File: src/hdl/assert_macros.svh
// Assertion macros shared by the evaluator modules.
`ifndef ASSERT_MACROS_SVH
`define ASSERT_MACROS_SVH
`define ASSERT_IMPL(label, ante, cons, msg) \
  label: assert property (@(posedge clk) disable iff (!rst_n) (ante) |-> (cons)) \
    else $error(msg);
`define ASSERT_NEXT(label, ante, cons, msg) \
  label: assert property (@(posedge clk) disable iff (!rst_n) (ante) |=> (cons)) \
    else $error(msg);
`endif

File: src/hdl/iee_pkg.sv
// Package with the codes, types and helper functions of the expression evaluator.
package iee_pkg;
  typedef enum logic [2:0] {
    OP_OPEN = 3'd0, OP_ADD = 3'd1, OP_SUB = 3'd2, OP_REM = 3'd3,
    OP_MUL = 3'd4, OP_DIV = 3'd5, OP_CLOSE = 3'd7, OP_NONE = 3'd6
  } op_t;

  typedef enum logic [1:0] {
    ST_OK = 2'd0, ST_DIVZERO = 2'd1, ST_OVERFLOW = 2'd2, ST_MALFORMED = 2'd3
  } status_t;

  typedef enum logic [3:0] {
    S_IDLE, S_RDOP, S_WAITOP, S_DECIDE, S_RDB, S_RDA, S_WAITA,
    S_DIVRUN, S_WRITE, S_FINAL, S_RDRES, S_WAITRES
  } state_t;

  typedef struct packed {
    logic        start;
    logic [31:0] a;
    logic [31:0] b;
  } div_req_t;

  typedef struct packed {
    logic        busy;
    logic        done;
    logic [31:0] quo;
    logic [31:0] rem;
  } div_rsp_t;

  localparam logic [7:0] CH_ZERO  = 8'd48;
  localparam logic [7:0] CH_NINE  = 8'd57;
  localparam logic [7:0] CH_OPEN  = 8'h28;
  localparam logic [7:0] CH_CLOSE = 8'h29;
  localparam logic [7:0] CH_PLUS  = 8'h2b;
  localparam logic [7:0] CH_MINUS = 8'h2d;
  localparam logic [7:0] CH_PCT   = 8'h25;
  localparam logic [7:0] CH_STAR  = 8'h2a;
  localparam logic [7:0] CH_SLASH = 8'h2f;

  function automatic op_t decode_ch(input logic [7:0] c);
    op_t o;
    unique case (c)
      CH_OPEN:  o = OP_OPEN;
      CH_CLOSE: o = OP_CLOSE;
      CH_PLUS:  o = OP_ADD;
      CH_MINUS: o = OP_SUB;
      CH_PCT:   o = OP_REM;
      CH_STAR:  o = OP_MUL;
      CH_SLASH: o = OP_DIV;
      default:  o = OP_NONE;
    endcase
    return o;
  endfunction

  function automatic logic [1:0] prec_of(input logic [2:0] o);
    logic [1:0] p;
    unique case (o)
      OP_ADD, OP_SUB: p = 2'd1;
      OP_REM:         p = 2'd2;
      OP_MUL, OP_DIV: p = 2'd3;
      default:        p = 2'd0;
    endcase
    return p;
  endfunction
endpackage

File: src/hdl/infix_expression_evaluator.sv
// Top level of the two-stack infix expression evaluator.
// Usage: characters arrive as beats on in_ch with in_last marking the final one.
// A beat is taken when in_valid is high and in_stall is low.
// A digit or an ignored character that is not the last is taken without a stall.
// An opening bracket, an operator or a closing bracket stalls the input while the
// operator stack top is read and each reduction it triggers runs; a division or
// remainder reduction also waits for the shared bit-serial divider.
// On the last beat the remaining operators are reduced the same way, and the result
// beat then comes through S_FINAL, S_RDRES and S_WAITRES.
// After an error, beats are taken without a stall; the last one goes straight to S_FINAL.
// out_status is 0 ok, 1 divide by zero, 2 stack overflow, 3 malformed, and
// out_value is 0 on error.
// The stacks live in two single-port-write memories with registered reads, so
// every reduction is a read, read, compute, write sequence.
// Reset clears the counts, the pending number and the error; stack contents
// need no clearing. After each result the block returns to that state.
// If out_stall holds the result, it stays in the output register while new beats
// are taken; only the next result waits until the held one leaves.
module infix_expression_evaluator #(
  parameter int VALUE_DEPTH    = 16,
  parameter int OPERATOR_DEPTH = 16
) (
  input  logic        clk,
  input  logic        rst_n,
  input  logic        in_valid,
  output logic        in_stall,
  input  logic [7:0]  in_ch,
  input  logic        in_last,
  output logic        out_valid,
  input  logic        out_stall,
  output logic signed [31:0] out_value,
  output logic [1:0]  out_status
);
  import iee_pkg::*;

  localparam int VW = $clog2(VALUE_DEPTH);
  localparam int OW = $clog2(OPERATOR_DEPTH);

  state_t state_r, state_nxt;
  logic [VW:0]  vcnt_r, vcnt_nxt;
  logic [OW:0]  ocnt_r, ocnt_nxt;
  logic [31:0]  pend_r, pend_nxt;
  logic         innum_r, innum_nxt;
  logic [1:0]   err_r, err_nxt;
  logic [2:0]   op_r, op_nxt;
  logic         last_r, last_nxt;
  logic [2:0]   top_r, top_nxt;
  logic [31:0]  b_r, b_nxt, res_r, res_nxt;
  logic         ov_r, ov_nxt;
  logic [31:0]  oval_r, oval_nxt;
  logic [1:0]   ost_r, ost_nxt;

  logic        v_we, o_we;
  logic [VW-1:0] v_waddr, v_raddr;
  logic [OW-1:0] o_waddr, o_raddr;
  logic [31:0] v_wdata, v_rdata;
  logic [2:0]  o_wdata, o_rdata;
  div_req_t    dreq;
  div_rsp_t    drsp;
  logic        take;
  op_t         cop;
  logic [31:0] alu;

  iee_stacks #(.VALUE_DEPTH(VALUE_DEPTH), .OPERATOR_DEPTH(OPERATOR_DEPTH)) u_stacks (
    .clk, .v_we, .v_waddr, .v_wdata, .v_raddr, .v_rdata,
    .o_we, .o_waddr, .o_wdata, .o_raddr, .o_rdata
  );

  iee_div u_div (.clk, .rst_n, .req(dreq), .rsp(drsp));

  assign in_stall   = (state_r != S_IDLE);
  assign take       = in_valid && !in_stall;
  assign out_valid  = ov_r;
  assign out_value  = oval_r;
  assign out_status = ost_r;
  assign cop        = decode_ch(in_ch);

  always_comb begin
    unique case (top_r)
      OP_ADD:  alu = v_rdata + b_r;
      OP_SUB:  alu = v_rdata - b_r;
      default: alu = v_rdata * b_r;
    endcase
  end

  always_ff @(posedge clk) begin
    if (!rst_n) begin
      state_r <= S_IDLE;
      vcnt_r  <= '0;
      ocnt_r  <= '0;
      pend_r  <= '0;
      innum_r <= 1'b0;
      err_r   <= ST_OK;
      ov_r    <= 1'b0;
    end else begin
      state_r <= state_nxt;
      vcnt_r  <= vcnt_nxt;
      ocnt_r  <= ocnt_nxt;
      pend_r  <= pend_nxt;
      innum_r <= innum_nxt;
      err_r   <= err_nxt;
      ov_r    <= ov_nxt;
    end
    op_r   <= op_nxt;
    last_r <= last_nxt;
    top_r  <= top_nxt;
    b_r    <= b_nxt;
    res_r  <= res_nxt;
    oval_r <= oval_nxt;
    ost_r  <= ost_nxt;
  end

  always_comb begin
    state_nxt = state_r;
    unique case (state_r)
      S_IDLE: begin
        if (take) begin
          if (err_r != ST_OK) begin
            state_nxt = in_last ? S_FINAL : S_IDLE;
          end else if (cop == OP_NONE && !in_last) begin
            state_nxt = S_IDLE;
          end else begin
            state_nxt = S_RDOP;
          end
        end
      end
      S_RDOP:   state_nxt = S_WAITOP;
      S_WAITOP: state_nxt = S_DECIDE;
      S_DECIDE: begin
        if (err_r != ST_OK) begin
          state_nxt = last_r ? S_FINAL : S_IDLE;
        end else if (op_r == OP_OPEN) begin
          state_nxt = last_r ? S_FINAL : S_IDLE;
        end else if (op_r == OP_CLOSE) begin
          if (ocnt_r == '0) begin
            state_nxt = last_r ? S_FINAL : S_IDLE;
          end else if (top_r == OP_OPEN) begin
            state_nxt = last_r ? S_RDOP : S_IDLE;
          end else begin
            state_nxt = S_RDB;
          end
        end else if (op_r == OP_NONE) begin
          if (ocnt_r == '0 || top_r == OP_OPEN) begin
            state_nxt = last_r ? S_FINAL : S_IDLE;
          end else begin
            state_nxt = S_RDB;
          end
        end else if (ocnt_r != '0 && prec_of(top_r) >= prec_of(op_r)) begin
          state_nxt = S_RDB;
        end else begin
          state_nxt = last_r ? S_RDOP : S_IDLE;
        end
      end
      S_RDB:    state_nxt = S_RDA;
      S_RDA:    state_nxt = S_WAITA;
      S_WAITA: begin
        if (top_r == OP_REM || top_r == OP_DIV) begin
          state_nxt = S_DIVRUN;
        end else begin
          state_nxt = S_WRITE;
        end
      end
      S_DIVRUN: state_nxt = drsp.done ? S_WRITE : S_DIVRUN;
      S_WRITE:  state_nxt = S_RDOP;
      S_FINAL:  state_nxt = S_RDRES;
      S_RDRES:  state_nxt = S_WAITRES;
      S_WAITRES: state_nxt = (ov_r && out_stall) ? S_WAITRES : S_IDLE;
      default:  state_nxt = S_IDLE;
    endcase
    if (state_r == S_RDB || state_r == S_RDA || state_r == S_WAITA ||
        state_r == S_DIVRUN || state_r == S_WRITE) begin
      if (err_nxt != ST_OK && state_r != S_WRITE) begin
        state_nxt = last_r ? S_FINAL : S_IDLE;
      end
    end
    if (state_r == S_DECIDE && err_nxt != ST_OK) begin
      state_nxt = last_r ? S_FINAL : S_IDLE;
    end
  end

  always_comb begin
    vcnt_nxt  = vcnt_r;
    ocnt_nxt  = ocnt_r;
    pend_nxt  = pend_r;
    innum_nxt = innum_r;
    err_nxt   = err_r;
    op_nxt    = op_r;
    last_nxt  = last_r;
    top_nxt   = top_r;
    b_nxt     = b_r;
    res_nxt   = res_r;
    ov_nxt    = ov_r && out_stall;
    oval_nxt  = oval_r;
    ost_nxt   = ost_r;
    v_we      = 1'b0;
    v_waddr   = vcnt_r[VW-1:0];
    v_wdata   = pend_r;
    v_raddr   = '0;
    o_we      = 1'b0;
    o_waddr   = ocnt_r[OW-1:0];
    o_wdata   = op_r;
    o_raddr   = '0;
    dreq.start = 1'b0;
    dreq.a     = v_rdata;
    dreq.b     = b_r;
    unique case (state_r)
      S_IDLE: begin
        if (take) begin
          last_nxt = in_last;
          op_nxt   = (err_r == ST_OK) ? cop : OP_NONE;
          if (err_r == ST_OK && in_ch >= CH_ZERO && in_ch <= CH_NINE) begin
            pend_nxt  = (pend_r << 3) + (pend_r << 1) + {24'd0, in_ch - CH_ZERO};
            innum_nxt = 1'b1;
            if (in_last) begin
              op_nxt = OP_NONE;
            end
          end
        end
      end
      S_RDOP: begin
        o_raddr = ocnt_r[OW-1:0] - OW'(1);
        if (innum_r && err_r == ST_OK) begin
          if (vcnt_r == (VW+1)'(VALUE_DEPTH)) begin
            err_nxt = ST_OVERFLOW;
          end else begin
            v_we     = 1'b1;
            vcnt_nxt = vcnt_r + (VW+1)'(1);
          end
          innum_nxt = 1'b0;
          pend_nxt  = '0;
        end
      end
      S_WAITOP: top_nxt = o_rdata;
      S_DECIDE: begin
        if (err_r == ST_OK) begin
          if (op_r == OP_OPEN) begin
            if (ocnt_r == (OW+1)'(OPERATOR_DEPTH)) begin
              err_nxt = ST_OVERFLOW;
            end else if (last_r) begin
              err_nxt = ST_MALFORMED;
            end else begin
              o_we = 1'b1;
              ocnt_nxt = ocnt_r + (OW+1)'(1);
            end
          end else if (op_r == OP_CLOSE) begin
            if (ocnt_r == '0) begin
              err_nxt = ST_MALFORMED;
            end else if (top_r == OP_OPEN) begin
              ocnt_nxt = ocnt_r - (OW+1)'(1);
              op_nxt   = OP_NONE;
            end
          end else if (op_r == OP_NONE) begin
            if (ocnt_r != '0 && top_r == OP_OPEN) begin
              err_nxt = ST_MALFORMED;
            end
          end else if (ocnt_r == '0 || prec_of(top_r) < prec_of(op_r)) begin
            if (ocnt_r == (OW+1)'(OPERATOR_DEPTH)) begin
              err_nxt = ST_OVERFLOW;
            end else begin
              o_we = 1'b1;
              ocnt_nxt = ocnt_r + (OW+1)'(1);
              if (last_r) begin
                op_nxt = OP_NONE;
              end
            end
          end
        end
      end
      S_RDB: begin
        if (top_r == OP_OPEN || vcnt_r < (VW+1)'(2)) begin
          err_nxt = ST_MALFORMED;
        end else begin
          v_raddr = vcnt_r[VW-1:0] - VW'(1);
        end
        ocnt_nxt = ocnt_r - (OW+1)'(1);
      end
      S_RDA: begin
        v_raddr = vcnt_r[VW-1:0] - VW'(2);
        b_nxt   = v_rdata;
      end
      S_WAITA: begin
        res_nxt = alu;
        if (top_r == OP_REM || top_r == OP_DIV) begin
          if (b_r == '0) begin
            err_nxt = ST_DIVZERO;
          end else begin
            dreq.start = 1'b1;
          end
        end
      end
      S_DIVRUN: begin
        if (drsp.done) begin
          res_nxt = (top_r == OP_DIV) ? drsp.quo : drsp.rem;
        end
      end
      S_WRITE: begin
        v_we     = 1'b1;
        v_waddr  = vcnt_r[VW-1:0] - VW'(2);
        v_wdata  = res_r;
        vcnt_nxt = vcnt_r - (VW+1)'(1);
      end
      S_FINAL: begin
        if (err_r == ST_OK && vcnt_r != (VW+1)'(1)) begin
          err_nxt = ST_MALFORMED;
        end
      end
      S_RDRES: v_raddr = '0;
      S_WAITRES: begin
        if (!(ov_r && out_stall)) begin
          oval_nxt = (err_r == ST_OK) ? v_rdata : 32'd0;
          ost_nxt  = err_r;
          ov_nxt   = 1'b1;
          vcnt_nxt = '0;
          ocnt_nxt = '0;
          pend_nxt = '0;
          innum_nxt = 1'b0;
          err_nxt  = ST_OK;
        end
      end
      default: ;
    endcase
  end

  `include "assert_macros.svh"
  `ASSERT_IMPL(a_out_ok_zero, out_valid && out_status != ST_OK, out_value == 32'd0,
    "error result carries a nonzero value")
  `ASSERT_NEXT(a_out_hold, out_valid && out_stall,
    out_valid && $stable(out_value) && $stable(out_status),
    "stalled result beat changed")
  `ASSERT_IMPL(a_counts_bound, 1'b1,
    vcnt_r <= (VW+1)'(VALUE_DEPTH) && ocnt_r <= (OW+1)'(OPERATOR_DEPTH),
    "stack count beyond depth")
endmodule

File: src/hdl/iee_div.sv
// Radix-2 signed divider, one quotient bit per cycle, truncating toward zero.
module iee_div (
  input  logic              clk,
  input  logic              rst_n,
  input  iee_pkg::div_req_t req,
  output iee_pkg::div_rsp_t rsp
);
  import iee_pkg::*;

  logic        busy_r, done_r, sa_r, sq_r;
  logic [4:0]  cnt_r;
  logic [31:0] q_r, r_r, d_r;
  logic [31:0] ma, mb;
  logic [32:0] trial;

  assign ma = req.a[31] ? 32'd0 - req.a : req.a;
  assign mb = req.b[31] ? 32'd0 - req.b : req.b;
  assign trial = {r_r, q_r[31]} - {1'b0, d_r};

  always_ff @(posedge clk) begin
    if (!rst_n) begin
      busy_r <= 1'b0;
      done_r <= 1'b0;
      cnt_r  <= '0;
    end else begin
      done_r <= 1'b0;
      if (req.start && !busy_r) begin
        busy_r <= 1'b1;
        cnt_r  <= '0;
        q_r    <= ma;
        r_r    <= '0;
        d_r    <= mb;
        sa_r   <= req.a[31];
        sq_r   <= req.a[31] ^ req.b[31];
      end else if (busy_r) begin
        if (!trial[32]) begin
          r_r <= trial[31:0];
          q_r <= {q_r[30:0], 1'b1};
        end else begin
          r_r <= {r_r[30:0], q_r[31]};
          q_r <= {q_r[30:0], 1'b0};
        end
        cnt_r <= cnt_r + 5'd1;
        if (cnt_r == 5'd31) begin
          busy_r <= 1'b0;
          done_r <= 1'b1;
        end
      end
    end
  end

  assign rsp.busy = busy_r;
  assign rsp.done = done_r;
  assign rsp.quo  = sq_r ? 32'd0 - q_r : q_r;
  assign rsp.rem  = sa_r ? 32'd0 - r_r : r_r;

  `include "assert_macros.svh"
  `ASSERT_NEXT(a_div_done_ends_busy, busy_r && cnt_r == 5'd31, done_r && !busy_r,
    "divider did not finish after 32 steps")
  `ASSERT_IMPL(a_div_done_not_busy, done_r, !busy_r, "divider done while busy")
  `ASSERT_IMPL(a_div_idle_count, !busy_r, cnt_r == 5'd0, "divider step count not cleared")
endmodule

File: src/hdl/iee_stacks.sv
// Value and operator stack memories with one write port and registered read each.
module iee_stacks #(
  parameter int VALUE_DEPTH    = 16,
  parameter int OPERATOR_DEPTH = 16
) (
  input  logic                              clk,
  input  logic                              v_we,
  input  logic [$clog2(VALUE_DEPTH)-1:0]    v_waddr,
  input  logic [31:0]                       v_wdata,
  input  logic [$clog2(VALUE_DEPTH)-1:0]    v_raddr,
  output logic [31:0]                       v_rdata,
  input  logic                              o_we,
  input  logic [$clog2(OPERATOR_DEPTH)-1:0] o_waddr,
  input  logic [2:0]                        o_wdata,
  input  logic [$clog2(OPERATOR_DEPTH)-1:0] o_raddr,
  output logic [2:0]                        o_rdata
);
  logic [31:0] vmem [VALUE_DEPTH];
  logic [2:0]  omem [OPERATOR_DEPTH];

  always_ff @(posedge clk) begin
    if (v_we) begin
      vmem[v_waddr] <= v_wdata;
    end
    v_rdata <= vmem[v_raddr];
  end

  always_ff @(posedge clk) begin
    if (o_we) begin
      omem[o_waddr] <= o_wdata;
    end
    o_rdata <= omem[o_raddr];
  end
endmodule

File: config.mk
export PLATFORM = sky130hd
export DESIGN_NAME = infix_expression_evaluator
export DESIGN_NICKNAME = d
export VERILOG_FILES = /design/src/hdl/iee_pkg.sv /design/src/hdl/infix_expression_evaluator.sv /design/src/hdl/iee_div.sv /design/src/hdl/iee_stacks.sv
export VERILOG_INCLUDE_DIRS = /design/src /design/src/hdl
export SDC_FILE = /design/constraint.sdc
export NUM_CORES = 2
export LEC_CHECK = 0
export BUFFER_PORTS_ARGS = -buffer_cell sky130_fd_sc_hd__buf_4
export CAP_MARGIN = 25
export CORE_UTILIZATION = 40
export DETAILED_ROUTE_END_ITERATION = 7
export PLACE_DENSITY = 0.56
export SLEW_MARGIN = 10
export SYNTH_ARGS = -nofsm -noshare
export SYNTH_HDL_FRONTEND = slang
export SYNTH_HIERARCHICAL = 1
export SYNTH_SLANG_ARGS = --single-unit
File: constraint.sdc
create_clock -name clk -period 8.75 [get_ports clk]
set_input_delay 1.3125 -clock clk [delete_from_list [all_inputs] [get_ports clk]]
set_output_delay 1.3125 -clock clk [all_outputs]
set_load 0.1 [all_outputs]
## Yosys cells after proc, flatten, opt, wreduce, memory -nomap -nowiden

Memory sizes are Yosys's and may differ from the RTL's. A register that Yosys moved wholly into a read port is not among the register bits.
Cells that the tools add are included.

- Memory bits (writable): 560
- Memories kept: 2
- Input port bits: 13
- Output and inout port bits: 36
- Register bits after elaboration: 260
- Word-level logic and storage cells: 300

Memories:

| name | words | width | rd ports | clocked after Yosys merged registers in | write ports | line | source |
|---|---|---|---|---|---|---|---|
| u_stacks.vmem | 16 | 32 | 1 | 1 | 1 | iee_stacks.sv:18 | `logic [31:0] vmem [VALUE_DEPTH];` |
| u_stacks.omem | 16 | 3 | 1 | 1 | 1 | iee_stacks.sv:19 | `logic [2:0] omem [OPERATOR_DEPTH];` |

- Equal/unequal tests: 56
- Multiplexer cells: 137
- Add/subtract/negate cells: 18
- Bitwise gates (word level): 4
- Reduce and logical (&&, ||, !) cells: 54
- Multipliers: 1
- $lt $le $gt $ge: 5

Operators by type and width:

| kind | number |
|---|---|
| 2-to-1 mux 32 bit | 14 |
| one-hot mux 32 bit (2 select lines) | 2 |
| subtractor 1 x 32 -> 32 bit, first input constant | 4 |
| one-hot mux 32 bit (3 select lines) | 1 |
| 2-to-1 mux 4 bit | 19 |
| 2-to-1 mux 5 bit | 13 |
| adder 32 bit | 2 |
| 2-to-1 mux 2 bit | 31 |
| == test 8 x 6 -> 1 bit, second input constant | 7 |
| one-hot mux 4 bit (12 select lines) | 1 |
| 2-to-1 mux 3 bit | 15 |
| subtractor 33 x 32 -> 33 bit | 1 |
| adder 32 x 8 -> 32 bit | 1 |
| zero test 32 bit | 1 |
| multiplier 32 x 32 -> 32 bit | 1 |
| subtractor 32 bit | 1 |
| 2-to-1 mux 31 bit | 1 |
| 2-to-1 mux 1 bit | 30 |
| one-hot mux 5 bit (3 select lines) | 2 |
| == test 3 bit, second input constant | 7 |
| one-hot mux 3 bit (7 select lines) | 1 |
| AND reduction 10 bit | 2 |
| == test 4 x 3 -> 1 bit, second input constant | 4 |
| == test 4 bit, second input constant | 4 |
| 48 further kinds | 110 |

## Longest topological paths before layout

- Depth in word-level cells: 21
- Depth in mapped cells: 28
- Depth with buffers taken out: 26

## Cells and area by module

The synthesis kept the hierarchy.

By module, submodules not included:

| module | cells an instance | times used | area an instance (um^2) | sequential area each (um^2) |
|---|---|---|---|---|
| infix_expression_evaluator | 3092 | 1 | 27441.3 | 4154.0 |
| iee_stacks | 941 | 1 | 21805.9 | 17516.8 |
| iee_div | 959 | 1 | 8486.9 | 3083.0 |

## Worst setup path before layout

OpenSTA, ideal clock, no wires.

- Path type: register to register
- From: register b_r[6]
- To: register res_r[31], data pin
- Library setup time: 0.270 ns
- Buffers on the path: 2
- Arrival time: 7.024 ns
- Path slack: 1.456 ns
- Required time: 8.480 ns
- Cell stages (with the launch flop): 24
- Path through: edfxtp_1 clkbuf_1 buf_1 and2_1 fa_1 fa_1 fa_1 inv_1 fa_1 inv_1 fa_1 fa_1 fa_1 fa_1 ha_1 a21oi_1 nor3b_1 a31oi_1 a221o_1 a41o_1 o41a_1 xnor2_1 nand2_1 o211ai_1

- Longest elaborated chain between the ends: 3

RTL lines:

| element | line | source |
|---|---|---|
| from (decl) | infix_expression_evaluator.sv:48 | `logic [31:0] b_r, b_nxt, res_r, res_nxt;` |
| from (signal assigned) | infix_expression_evaluator.sv:107 | `b_r <= b_nxt;` |
| multiplier 32 x 32 -> 32 bit (tied with other cells) | infix_expression_evaluator.sv:82 | `default: alu = v_rdata * b_r;` |
| one-hot mux 32 bit (2 select lines) * | infix_expression_evaluator.sv:79 | `unique case (top_r)` |
| one-hot mux 32 bit (2 select lines) * | infix_expression_evaluator.sv:206 | `unique case (state_r)` |
| named net res_nxt[31] | infix_expression_evaluator.sv:48 |  |
| to (signal assigned) | infix_expression_evaluator.sv:108 | `res_r <= res_nxt;` |
| to (decl) | infix_expression_evaluator.sv:48 |  |

The timed path passes the listed nets; every way through them passes the cells marked *.
A chain may end at the register's enable or synchronous reset.

## Final worst setup path

- From: register u_stacks.v_rdata[8], read port of u_stacks.vmem
- To: register res_r[31], data pin

- Longest elaborated chain between the ends: 3

RTL lines:

| element | line | source |
|---|---|---|
| from (decl) | iee_stacks.sv:11 | `output logic [31:0] v_rdata,` |
| multiplier 32 x 32 -> 32 bit (tied with other cells) | infix_expression_evaluator.sv:82 |  |
| one-hot mux 32 bit (2 select lines) * | infix_expression_evaluator.sv:79 |  |
| one-hot mux 32 bit (2 select lines) * | infix_expression_evaluator.sv:206 |  |
| named net res_nxt[31] | infix_expression_evaluator.sv:48 |  |

Marks and branches as above.

==> out/qor.yml <==
cp_max_fo: 18
drive_above_1_share: 0.1077
r2r-start: "u_stacks/v_rdata[8]$_DFF_P_"
clockPowerShare: 0.344
cts.sinks: 855
worstSetupPathType: "flop to flop"
grt_max_degree: 89
netlist_area_sq_um: 57730
switching_power_mw: 3.795
syn-num-nets: 5681
clock_path_buffers: 3
grt_pass1_vias: 39060
maxSlewViolCount: 0
ant_nets: 0
drt-total-wl_microns: 172500
die-width_microns: 381.9
pin_count: 49
gp_congestion: 0.9335
run_status: "complete, no violations"
reg2reg_to: "res_r[31]$_DFFE_PP_"
hold_end: "top_r[2]$_DFFE_PP_"
worstHoldStart: "u_stacks/o_rdata[2]$_DFF_P_"
hold_slack_ps: 403.5
fillers: 13200
portBuffers: 48
intPower_mw: 8.406
vias_per_cell: 5.565
finalCritPeriodShare: 0.9019
grt_util_all_layers: 0.2363
p_per_area_nw_per_um2: 190.9
maxCapViolCount: 0
swShare: 0.3110
syn_area_per_cell_sq_um: 11.57
start_kind: "flop"
h-tree-depth: 3
drc: 0
post_cts_buffers: 0
finClkSkew_ps: 57.32
setup_viol_count_final: 0
hp-class: "flop to flop"
holdPathStages: 0
fmax_ghz: 0.1267
num_vias: 38910
clock_latency_ps: 720
clk_transition_reported_paths_ps: 70
dieHeight_microns: 381.9
hold_violations: 0
drt_pass1_iterations: 6
wire_per_inst_microns: 24.68
syn_inst: 4991
period_needed_ps: 7891
numCtsBuffers: 94
ir_drop_mv: 0.2189
fin_nets: 5698
place_hpwl_microns: 120900
die_area_sq_um: 145800
initial_core_util: 0.4023
rrSetupSlack_ps: 860
rr_worst_depth: 24
power_leakage_nw: 23.59
p_seq_frac: 0.372
comb_power_share: 0.284
core_sq_um: 143500
slew_headroom: 0.2574
crit_arrival_ps: 8340
tightest_slew_ps: 1112
area_growth_pct: 10.74
drt_iter0_markers: 3524
cts-root-buf: "clkbuf_16"
rsz0062_at_grt: "no"
gr-total-overflow: 0
cp-end-kind: "flop"
grt_pass1_wl_microns: 256900
hold_buffers: 0
tritoncts: "yes"
tns_ps: 0
yosysWarnings: 6
antenna_found_initial: 9
critPathRequiredTime_ps: 9200
post_cts_resized: 0
num_rows: 139
## state kept, by name, summed over array words and instances, names as in the netlist, 3 cells and up
signal / count
state_r: 4
out_value: 32
res_r: 32
pend_r: 32
vcnt_r: 5
o_wdata: 3
top_r: 3
b_r: 32
u_stacks/o_rdata: 3
u_stacks/vmem: 512
u_div/r_r: 32
u_div/d_r: 32
u_stacks/omem: 48
ocnt_r: 5
u_div/q_r: 32
u_stacks/v_rdata: 32
u_div/cnt_r: 5
## cell type report
cell class                 count  area [sq um]  share of cell area
tap                         1903          2381             0.03725
inverter                     472          1772             0.02771
sequential                   855         24760              0.3874
multi-input combinational   3420         30450              0.4763
antenna                        1         2.502          0.00003915
clock inverter                47         590.6            0.009238
clock buffer                 128          2691             0.04210
timing repair buffer         165          1280             0.02002
## worst max-delay path, stage by stage (launching register included)
cell and delay (ps):
dfxtp_1 1050, buf_4 360, and2_1 160, fa_1 410, inv_1 90, fa_1 160, inv_1 50, fa_1 470
inv_1 50, fa_1 470, inv_1 50, fa_1 470, fa_1 560, fa_1 430, fa_1 460, ha_1 360
a21oi_1 240, nor3b_1 300, a31oi_1 150, a221o_1 440, a41o_1 290, o41a_1 330, xnor2_1 130, nand2_1 60
o211ai_1 70
## cells in the final DEF (no fill, tap or decap), types with 154 or more instances in the layout
cell type	n
a21oi_1	154
and2_1	351
buf_4	161
edfxtp_1	763
fa_1	416
ha_1	261
inv_1	471
nand2_1	604
nor2_1	182
o21ai_0	185
xnor2_1	227
## per-stage QoR
| step | area (sq um) | utilization | total power, mW | setup slack (ps) | std cells |
|---|---|---|---|---|---|
| 2_1_floorplan | 57730 | - | 7.021 | 1456 | 4991 |
| 3_3_place_gp | 60630 | 0.4226 | 8.017 | 1005 | 6814 |
| 3_5_place_dp | 60630 | 0.4226 | 8.032 | 969.0 | 6814 |
| 4_1_cts | 63910 | 0.4454 | 12.25 | 942.9 | 6989 |
| 5_1_grt | 63920 | 0.4455 | 12.73 | 558.1 | 6990 |
| 6_report | 63930 | 0.4455 | 12.20 | 858.6 | 6991 |
## worst max-delay path by stage
stage,start,end,slack [ps],cells after the start
after detailed placement,u_stacks/v_rdata[8]$_DFF_P_,res_r[31]$_DFFE_PP_,970,24
final,u_stacks/v_rdata[8]$_DFF_P_,res_r[31]$_DFFE_PP_,860,24
after global placement,u_stacks/v_rdata[8]$_DFF_P_,res_r[31]$_DFFE_PP_,1000,24
after floorplan,b_r[6]$_DFFE_PP_,res_r[31]$_DFFE_PP_,1460,23
after CTS,u_stacks/v_rdata[8]$_DFF_P_,res_r[31]$_DFFE_PP_,940,24
after global routing,u_stacks/v_rdata[8]$_DFF_P_,res_r[31]$_DFFE_PP_,560,24
## power by group through the flow
stage          sequential, mW  combinational, mW  clock, mW
2_1_floorplan            4.60               2.42          0
3_3_place_gp             4.62               3.40          0
3_5_place_dp             4.62               3.41          0
4_1_cts                  4.53               3.44       4.28
5_1_grt                  4.53               3.78       4.41
6_report                 4.53               3.46       4.20
## routing by layer
layer	track usage	part of all wire	wire length (microns)
met1	0.3320	0.44	75950
met2	0.3795	0.47	80360
met3	0.02721	0.060	10310
met4	0.08000	0.034	5883
met5	0	0.000075	13
(Power assumes the default switching activity.)
